`src/stable_sorted_priority_queue_core_defines.svh`:
```
// assertion macros of the sorted priority queue, used by the datapath
`ifndef STABLE_SORTED_PRIORITY_QUEUE_CORE_DEFINES_SVH
`define STABLE_SORTED_PRIORITY_QUEUE_CORE_DEFINES_SVH

// same-cycle implication, disabled while reset is asserted
`define SSPQ_ASSERT_NOW(label, clk, rst_n, ante, cons) \
    label: assert property (@(posedge clk) disable iff (!(rst_n)) (ante) |-> (cons)) \
        else $error("sspq assertion failed");

// next-cycle implication, disabled while reset is asserted
`define SSPQ_ASSERT_NEXT(label, clk, rst_n, ante, cons) \
    label: assert property (@(posedge clk) disable iff (!(rst_n)) (ante) |=> (cons)) \
        else $error("sspq assertion failed");

`endif

```
`src/sspq_pkg.sv`:
```
// shared types and constants of the sorted priority queue
`timescale 1ns / 1ps

package sspq_pkg;

    localparam int CAPACITY       = 16;
    localparam int VALUE_WIDTH    = 32;
    localparam int PRIORITY_WIDTH = 16;
    localparam int COUNT_W        = $clog2(CAPACITY + 1);

    localparam int S_TDATA_W = ((VALUE_WIDTH + PRIORITY_WIDTH + 7) / 8) * 8;
    localparam int S_TUSER_W = 1;
    localparam int M_TDATA_W = ((VALUE_WIDTH + PRIORITY_WIDTH + COUNT_W + 7) / 8) * 8;
    localparam int M_TUSER_W = 3;

    typedef logic [VALUE_WIDTH-1:0]           t_value;
    typedef logic signed [PRIORITY_WIDTH-1:0] t_prio;
    typedef logic [COUNT_W-1:0]               t_count;

    typedef enum logic {
        FUNC_ENQUEUE = 1'b0,
        FUNC_DEQUEUE = 1'b1
    } t_func;

    typedef enum logic [1:0] {
        ST_OK    = 2'd0,
        ST_FULL  = 2'd1,
        ST_EMPTY = 2'd2
    } t_status;

    typedef enum logic {
        S_IDLE = 1'b0,
        S_EXEC = 1'b1
    } t_state;

    // controller to datapath
    typedef struct packed {
        logic load;
        logic exec;
    } t_ctrl_cmd;

    // datapath to controller
    typedef struct packed {
        logic out_valid;
    } t_dp_status;

endpackage

```
`src/sspq_ctrl.sv`:
```
// controller state machine of the sorted priority queue
`timescale 1ns / 1ps

module sspq_ctrl (
    input  logic                   i_clk,
    input  logic                   i_rst_n,
    input  logic                   i_s_tvalid,
    output logic                   o_s_tready,
    input  logic                   i_m_tready,
    input  sspq_pkg::t_dp_status   i_status,
    output sspq_pkg::t_ctrl_cmd    o_cmd
);

    sspq_pkg::t_state r_state;
    sspq_pkg::t_state n_state;

    // input is taken when idle and the result register is free or draining
    assign o_s_tready = (r_state == sspq_pkg::S_IDLE)
                        && (!i_status.out_valid || i_m_tready);

    // next state
    always_comb begin
        n_state = r_state;
        unique case (r_state)
            sspq_pkg::S_IDLE: begin
                if (i_s_tvalid && o_s_tready) begin
                    n_state = sspq_pkg::S_EXEC;
                end
            end
            sspq_pkg::S_EXEC: begin
                n_state = sspq_pkg::S_IDLE;
            end
            default: begin
                n_state = sspq_pkg::S_IDLE;
            end
        endcase
    end

    // command outputs
    always_comb begin
        o_cmd = '0;
        unique case (r_state)
            sspq_pkg::S_IDLE: begin
                o_cmd.load = i_s_tvalid && o_s_tready;
            end
            sspq_pkg::S_EXEC: begin
                o_cmd.exec = 1'b1;
            end
            default: begin
                o_cmd = '0;
            end
        endcase
    end

    // state register
    always_ff @(posedge i_clk) begin
        if (!i_rst_n) begin
            r_state <= sspq_pkg::S_IDLE;
        end else begin
            r_state <= n_state;
        end
    end

endmodule

```
`src/sspq_datapath.sv`:
```
// slot array, insertion compares and result register of the priority queue
`timescale 1ns / 1ps
`include "stable_sorted_priority_queue_core_defines.svh"

module sspq_datapath (
    input  logic                              i_clk,
    input  logic                              i_rst_n,
    input  sspq_pkg::t_ctrl_cmd               i_cmd,
    output sspq_pkg::t_dp_status              o_status,
    input  logic [sspq_pkg::S_TDATA_W-1:0]    i_s_tdata,
    input  logic [sspq_pkg::S_TUSER_W-1:0]    i_s_tuser,
    output logic                              o_m_tvalid,
    input  logic                              i_m_tready,
    output logic [sspq_pkg::M_TDATA_W-1:0]    o_m_tdata,
    output logic [sspq_pkg::M_TUSER_W-1:0]    o_m_tuser
);

    localparam int CAP = sspq_pkg::CAPACITY;
    localparam int VW  = sspq_pkg::VALUE_WIDTH;
    localparam int PW  = sspq_pkg::PRIORITY_WIDTH;
    localparam int CW  = sspq_pkg::COUNT_W;
    localparam int PAD = sspq_pkg::M_TDATA_W - VW - PW - CW;

    // captured transaction
    sspq_pkg::t_func   r_func;
    sspq_pkg::t_value  r_value;
    sspq_pkg::t_prio   r_prio;

    // slot array, slot 0 at the front
    sspq_pkg::t_value  r_slot_value [CAP];
    sspq_pkg::t_prio   r_slot_prio  [CAP];
    sspq_pkg::t_value  n_slot_value [CAP];
    sspq_pkg::t_prio   n_slot_prio  [CAP];
    sspq_pkg::t_count  r_count;
    sspq_pkg::t_count  n_count;

    // result register
    logic              r_out_valid;
    sspq_pkg::t_value  r_out_value;
    sspq_pkg::t_prio   r_out_prio;
    sspq_pkg::t_count  r_out_count;
    logic              r_out_empty;
    sspq_pkg::t_status r_out_status;
    sspq_pkg::t_status n_status;

    logic [CAP-1:0]    ge;
    logic [CAP-1:0]    prev_ge;
    logic              is_full;
    logic              is_none;

    // parallel compares: stored entry occupied and not below the new priority
    always_comb begin
        for (int i = 0; i < CAP; i++) begin
            ge[i] = (CW'(i) < r_count) && (r_slot_prio[i] >= r_prio);
        end
    end

    assign prev_ge = {ge[CAP-2:0], 1'b1};
    assign is_full = (r_count == CW'(CAP));
    assign is_none = (r_count == '0);

    // next cell values, count and status: enqueue keeps, takes the new entry or shifts back; dequeue shifts forward
    always_comb begin
        n_slot_value = r_slot_value;
        n_slot_prio  = r_slot_prio;
        n_count      = r_count;
        n_status     = sspq_pkg::ST_OK;
        if (r_func == sspq_pkg::FUNC_ENQUEUE) begin
            if (is_full) begin
                n_status = sspq_pkg::ST_FULL;
            end else begin
                n_count = r_count + CW'(1);
                for (int i = 0; i < CAP; i++) begin
                    if (ge[i]) begin
                        n_slot_value[i] = r_slot_value[i];
                        n_slot_prio[i]  = r_slot_prio[i];
                    end else if (prev_ge[i]) begin
                        n_slot_value[i] = r_value;
                        n_slot_prio[i]  = r_prio;
                    end else if (i > 0) begin
                        n_slot_value[i] = r_slot_value[(i + CAP - 1) % CAP];
                        n_slot_prio[i]  = r_slot_prio[(i + CAP - 1) % CAP];
                    end
                end
            end
        end else begin
            if (is_none) begin
                n_status = sspq_pkg::ST_EMPTY;
            end else begin
                n_count = r_count - CW'(1);
                for (int i = 0; i < CAP - 1; i++) begin
                    n_slot_value[i] = r_slot_value[i + 1];
                    n_slot_prio[i]  = r_slot_prio[i + 1];
                end
            end
        end
    end

    // capture the accepted transaction
    always_ff @(posedge i_clk) begin
        if (i_cmd.load) begin
            r_func  <= sspq_pkg::t_func'(i_s_tuser[0]);
            r_value <= i_s_tdata[VW-1:0];
            r_prio  <= i_s_tdata[VW+PW-1:VW];
        end
    end

    // slot array update
    always_ff @(posedge i_clk) begin
        if (i_cmd.exec) begin
            r_slot_value <= n_slot_value;
            r_slot_prio  <= n_slot_prio;
        end
    end

    // occupancy count
    always_ff @(posedge i_clk) begin
        if (!i_rst_n) begin
            r_count <= '0;
        end else if (i_cmd.exec) begin
            r_count <= n_count;
        end
    end

    // result payload, zero front fields when empty
    always_ff @(posedge i_clk) begin
        if (i_cmd.exec) begin
            r_out_count  <= n_count;
            r_out_status <= n_status;
            r_out_empty  <= (n_count == '0);
            r_out_value  <= (n_count == '0) ? '0 : n_slot_value[0];
            r_out_prio   <= (n_count == '0) ? '0 : n_slot_prio[0];
        end
    end

    // result valid flag
    always_ff @(posedge i_clk) begin
        if (!i_rst_n) begin
            r_out_valid <= 1'b0;
        end else begin
            priority if (i_cmd.exec) begin
                r_out_valid <= 1'b1;
            end else if (i_m_tready) begin
                r_out_valid <= 1'b0;
            end
        end
    end

    assign o_status.out_valid = r_out_valid;
    assign o_m_tvalid = r_out_valid;
    assign o_m_tdata  = {{PAD{1'b0}}, r_out_count, r_out_prio, r_out_value};
    assign o_m_tuser  = {r_out_status, r_out_empty};

    // checks
    `SSPQ_ASSERT_NOW(a_count_bound, i_clk, i_rst_n, 1'b1, r_count <= CW'(CAP))
    `SSPQ_ASSERT_NEXT(a_exec_gives_result, i_clk, i_rst_n, i_cmd.exec, r_out_valid)
    `SSPQ_ASSERT_NEXT(a_full_keeps_count, i_clk, i_rst_n,
        i_cmd.exec && r_func == sspq_pkg::FUNC_ENQUEUE && is_full, r_count == $past(r_count))
    `SSPQ_ASSERT_NOW(a_exec_result_free, i_clk, i_rst_n, i_cmd.exec, !r_out_valid)
    `SSPQ_ASSERT_NOW(a_status_full_count, i_clk, i_rst_n,
        r_out_valid && r_out_status == sspq_pkg::ST_FULL, r_out_count == CW'(CAP))

endmodule

```
`src/stable_sorted_priority_queue_core.sv`:
```
// Stable sorted priority queue, top level.
// Slave channel (i_s_*) carries one operation per transaction: enqueue of a
// value and signed priority, or dequeue of the front entry. Master channel
// (o_m_*) returns one result per operation: the new front value and
// priority (zero when empty), the entry count, an empty flag and a status
// (ok, enqueue rejected because full, dequeue on empty).
// Entries sit in a shift array of CAPACITY cells; an enqueue compares the
// new priority against every cell at once and lands behind all entries of
// greater or equal priority, so equal priorities leave in arrival order.
// The accepted operation is captured, the controller updates the array and
// the result register is loaded; a new operation is accepted only in the
// idle state, so none is taken while the last one is in its array update.
// A finished result waits in an output register; the next operation is
// accepted in the cycle the receiver takes it, so a stalled receiver holds
// the block after at most one buffered result.
// Reset (i_rst_n low, synchronous) empties the queue and drops any pending
// result; no clearing pass is needed.
`timescale 1ns / 1ps

module stable_sorted_priority_queue_core (
    input  logic                              i_clk,
    input  logic                              i_rst_n,
    input  logic                              i_s_tvalid,
    output logic                              o_s_tready,
    // entry_value, entry_priority
    input  logic [sspq_pkg::S_TDATA_W-1:0]    i_s_tdata,
    // func
    input  logic [sspq_pkg::S_TUSER_W-1:0]    i_s_tuser,
    output logic                              o_m_tvalid,
    input  logic                              i_m_tready,
    // head_value, head_priority, entry_count, zero fill
    output logic [sspq_pkg::M_TDATA_W-1:0]    o_m_tdata,
    // is_empty, status
    output logic [sspq_pkg::M_TUSER_W-1:0]    o_m_tuser
);

    sspq_pkg::t_ctrl_cmd  cmd;
    sspq_pkg::t_dp_status status;

    // controller
    sspq_ctrl u_ctrl (
        .i_clk      (i_clk),
        .i_rst_n    (i_rst_n),
        .i_s_tvalid (i_s_tvalid),
        .o_s_tready (o_s_tready),
        .i_m_tready (i_m_tready),
        .i_status   (status),
        .o_cmd      (cmd)
    );

    // datapath
    sspq_datapath u_datapath (
        .i_clk      (i_clk),
        .i_rst_n    (i_rst_n),
        .i_cmd      (cmd),
        .o_status   (status),
        .i_s_tdata  (i_s_tdata),
        .i_s_tuser  (i_s_tuser),
        .o_m_tvalid (o_m_tvalid),
        .i_m_tready (i_m_tready),
        .o_m_tdata  (o_m_tdata),
        .o_m_tuser  (o_m_tuser)
    );

endmodule
```
`config.mk`:
```
export PLATFORM = sky130hd
export DESIGN_NAME = stable_sorted_priority_queue_core
export DESIGN_NICKNAME = d
export VERILOG_FILES = /design/src/sspq_pkg.sv /design/src/sspq_ctrl.sv /design/src/sspq_datapath.sv /design/src/stable_sorted_priority_queue_core.sv
export VERILOG_INCLUDE_DIRS = /design/src /design/src/src
export SDC_FILE = /design/constraint.sdc
export NUM_CORES = 2
export LEC_CHECK = 0
export BUFFER_PORTS_ARGS = -buffer_cell sky130_fd_sc_hd__buf_2
export CAP_MARGIN = 20
export CORE_AREA = 2 2 326 328
export DETAILED_ROUTE_END_ITERATION = 7
export DIE_AREA = 0 0 328 330
export SYNTH_ARGS = -nofsm -noshare
export SYNTH_HDL_FRONTEND = slang
export SYNTH_HIERARCHICAL = 1
export SYNTH_SLANG_ARGS = --single-unit
export TNS_END_PERCENT = 100
```
`constraint.sdc`:
```
create_clock -name i_clk -period 16.25 [get_ports i_clk]
set_input_delay 2.4375 -clock i_clk [delete_from_list [all_inputs] [get_ports i_clk]]
set_output_delay 2.4375 -clock i_clk [all_outputs]
set_load 0.03 [all_outputs]
```
==> summary.md <==
| Metric | Value |
|---|---|
| Status | completed |
| Reg area | 26360 um^2 |
| Worst Setup Slack, final | 10870 ps |
| Full die area | 108200 um^2 |
| Core area | 104700 um^2 |
| Critical path capture point type | output port |
| Number of flops mapped to enable cells by yosys | 873 |
| CTS Sinks | 880 |
| Initial antenna violation count | 8 |
| CTS tree | yes |
| H-tree levels | 3 |
| Gate power share | 16.0% |
| Ys Warns | 6 |
| Min cycle time layout | 5384 ps |
| CP required | 13810 ps |
| Grt total ovfl | 0 |
| Finish-stage setup viols | 0 |
| Reg clk slew, reported paths | 50 ps |
| CP Cell Sequence | buf_2, nor2b_4, nor2_1, buf_2 |
| DR vias | 39780 |
| CTS Buf Count | 101 |
| Fin crit share | 33.13% |
| Detail Placement HPWL | 97740 um |
| Fmax | 185.7 MHz |
| Cell-internal power | 4347 uW |
| Clk_lat worst skew | 710 ps |
| Sw frac | 28.93% |
| Max incr delay on CP | 210 ps |
| Crit path top cell by count | buf_2 |
| Detail Route Antenna Nets | 0 |
| Avg Cell Area, Syn | 10.78 um^2 |
| ANT cells | 0 |
| DR WL/cell | 28.03 um |
| First-pass GRT wire length | 245100 um |
| Post-synthesis sequential area ratio | 54.03% |
| Die Y | 330 um |
| Vias in the first global route | 37310 |
| Area of the multi-input gates | 20880 um^2 |
| Yosys cell types | 59 |
| P&R area growth vs syn | 10.73% |
| Number of I/O port buffers | 110 |
| Share of post-route cells with drive strength above 1 | 10.00% |
| Largest family of logic cells by synthesized area | compound AO/OA/AOI/OAI gates |
| Fill count | 9324 |
| Initial core utilization | 46.60% |
| Leak | 0.01843 uW |
| Mux cell area share after synthesis | 2.244% |
| Site Rows | 119 |
| Worst slew margin | 26.42% |
| Max_cap viols | 0 |
| First drt pass iteration count | 6 |
| Hold_buf cts | 0 |
| Worst path arrival time | 2950 ps |
| Crit Path Max Fanout | 3 |
| Adder-cell share of the synthesized area | 6.643% |
| Crit path max-delay cell type | buf_2 |
| Clk_skew | 36.97 ps |
| Clock Tree Buf Depth | 3 |
| Post-cts resize count | 0 |
| Synth Instances | 4526 |
| Postcts setup bufs | 0 |
| Max-slew violations | 0 |
| Routability cong. | 0.9135 |
| Pin count of the biggest net entering global routing | 202 |
| Critical path class | input pin to output port |
| Simple-Gate Fraction of Synth Area | 15.72% |
| Fin nets | 4750 |
| Slew @ Worst Pin | 1101 ps |
| I/O pin count | 114 |
| Max VDD drop | 93.21 uV |
| Worst setup SP type | input pin |
| CTS Root Cell | clkbuf_16 |
| Gr usage total | 29.98% |
| Remaining DRCs | 0 |
| Top_reg_cell synth | edfxtp_1 |
| Die Width | 328 um |
| Power Dens Cells | 113.2 nW/um^2 |
| Post-Route WL | 165600 um |
| TNS Setup | 0 ps |
| Fin. Hold Viols | 0 |
| Sw Pwr | 1770 uW |
| RSZ-0062 raised after global routing | false |
| Reg power frac | 45.8% |
| Area fraction in compound gates after synthesis | 17.36% |
| Async SR Flop Fraction | 0% |
| HP Class | flip-flop to flip-flop |
| Clock power frac | 38.2% |
| DP Worst Slack | 10870 ps |
| Vias per Instance | 6.731 |
| Detailed Route Iter0 Violations | 6075 |
| Mapped cell area | 48780 um^2 |
| Synthesized flop and latch total | 880 |
| Xor/xnor cell area share of the yosys netlist | 0.03591% |
[per-stage QoR]
step	cell area (um^2)	utilization (%)	total power, uW	cells	hold slack (ps)
after floorplan	48790	-	3463	4528	461.4
after global placement	50640	48.38	3781	5724	521.3
after detailed placement	50690	48.43	3802	5726	536.5
after CTS	54010	51.60	6128	5910	551.1
after global routing	54010	51.60	6326	5910	581.6
final	54010	51.60	6117	5910	548.7
[flip-flops by register name (all words and copies together) (netlist names)]
name and cells:
u_datapath/r_out_value 32, u_datapath/r_out_status 2, u_datapath/r_value 32, u_datapath/r_func 1, u_datapath/r_slot_prio 256, u_datapath/o_m_tvalid 1, u_datapath/r_slot_value 512, u_datapath/r_out_prio 16
u_datapath/r_prio 16, u_datapath/r_out_empty 1, u_ctrl/r_state 1, u_datapath/r_count 5, u_datapath/r_out_count 5
[logic make-up (layout without fill, tap and decap cells)]
| kind of cell | count (synthesis) | in the layout |
|---|---|---|
| xor+xnor | 2 | 2 |
| mux | 103 | 103 |
| compound gates | 1152 | 1152 |
| fa+ha+maj | 259 | 259 |
| other cells | 1 | 3 |
| simple gates | 1635 | 1635 |
| flops | 880 | 880 |
| buf+inv | 494 | 485 |
[Yosys cell counts (8+ instances only)]
master	n	area, um^2
a211oi_1	15	112.6
a21o_1	40	300.3
a21oi_1	130	650.6
a221o_1	96	960.9
a22oi_1	97	728.2
a31oi_1	9	56.30
a32oi_1	48	420.4
and2_1	85	531.8
buf_1	46	172.7
clkbuf_1	332	1246
edfxtp_1	873	26220
ha_1	259	3241
inv_1	99	371.6
mux2_2	51	574.3
mux2i_1	52	520.5
nand2_1	662	2485
nand2b_1	19	118.9
nand3_1	444	2222
nand4_1	188	1176
nor2_1	155	581.8
nor2b_1	21	131.4
nor3_1	15	75.07
nor4_1	8	50.05
o211ai_1	480	3603
o21a_1	8	60.06
o21ai_0	129	645.6
o221ai_1	14	122.6
o311ai_1	39	341.6
o311ai_2	9	146.4
[cells in the final DEF, fill, tap and decap left out, types with 6 or more instances in the layout]
master,synthesis,routed
clkbuf_1,332,13
a21oi_4,0,7
edfxtp_1,873,873
nor3_1,15,13
o311ai_2,9,9
o211ai_1,480,480
a32oi_1,48,48
mux2_2,51,50
nand2b_1,19,18
nor4_1,8,8
o21ai_0,129,125
buf_2,4,110
clkbuf_16,0,102
o221ai_1,14,12
a211oi_1,15,14
mux2i_1,52,52
nand2_1,662,661
a2111oi_0,6,6
nand3_1,444,444
ha_1,259,259
a22oi_1,97,97
buf_12,0,6
inv_1,99,99
and2_1,85,83
nor2b_1,21,20
clkinv_2,0,17
and4_1,7,7
a21oi_1,130,123
nor2_1,155,150
a21o_1,40,40
dfxtp_1,7,6
bufinv_16,0,12
buf_4,7,85
a221o_1,96,95
o311ai_1,39,39
clkinv_1,0,31
nand4_1,188,188
[power by group through the flow]
stage | sequential (uW) | combinational (uW) | clock [uW]
after floorplan | 2830 | 635 | 0
after global placement | 2840 | 936 | 0
after detailed placement | 2840 | 958 | 0
after CTS | 2800 | 960 | 2370
after global routing | 2810 | 1060 | 2450
final | 2800 | 977 | 2340
[final timing paths]
path | startpoint | end | slack, ps | depth (start not counted)
max reg2reg | u_datapath/r_count[0] | u_datapath/r_slot_value[401] | 11020 | 10
min reg2reg | u_datapath/r_slot_value[1] | u_datapath/r_slot_value[33] | 550 | 2
max | i_m_tready | o_s_tready | 10870 | 4
min | u_datapath/r_slot_value[1] | u_datapath/r_slot_value[33] | 550 | 2
[critical path, delay by kind of cell]
| kind | cells | cell delay (ps) |
|---|---|---|
| buf+inv | 2 | 330 |
| simple gates | 2 | 190 |
[layout make-up]
cell class              instances  area share, %
multi-input cells            3154          38.66
flip-flops and latches        880          48.80
inverters                      99         0.6880
repair buffers                202          2.474
clock inverters                69          1.341
well taps                    1391          3.222
clock buffers                 115          4.816
[metal layers]
layer	GRT usage, %	part of all wire, %	up-vias
met4	11.09	3.4	2
li1	-	-	17470
met3	4.876	9.9	299
met5	0	0.0078	-
met1	45.17	44	19810
met2	43.33	42	2194
(Power assumes the default switching activity.)
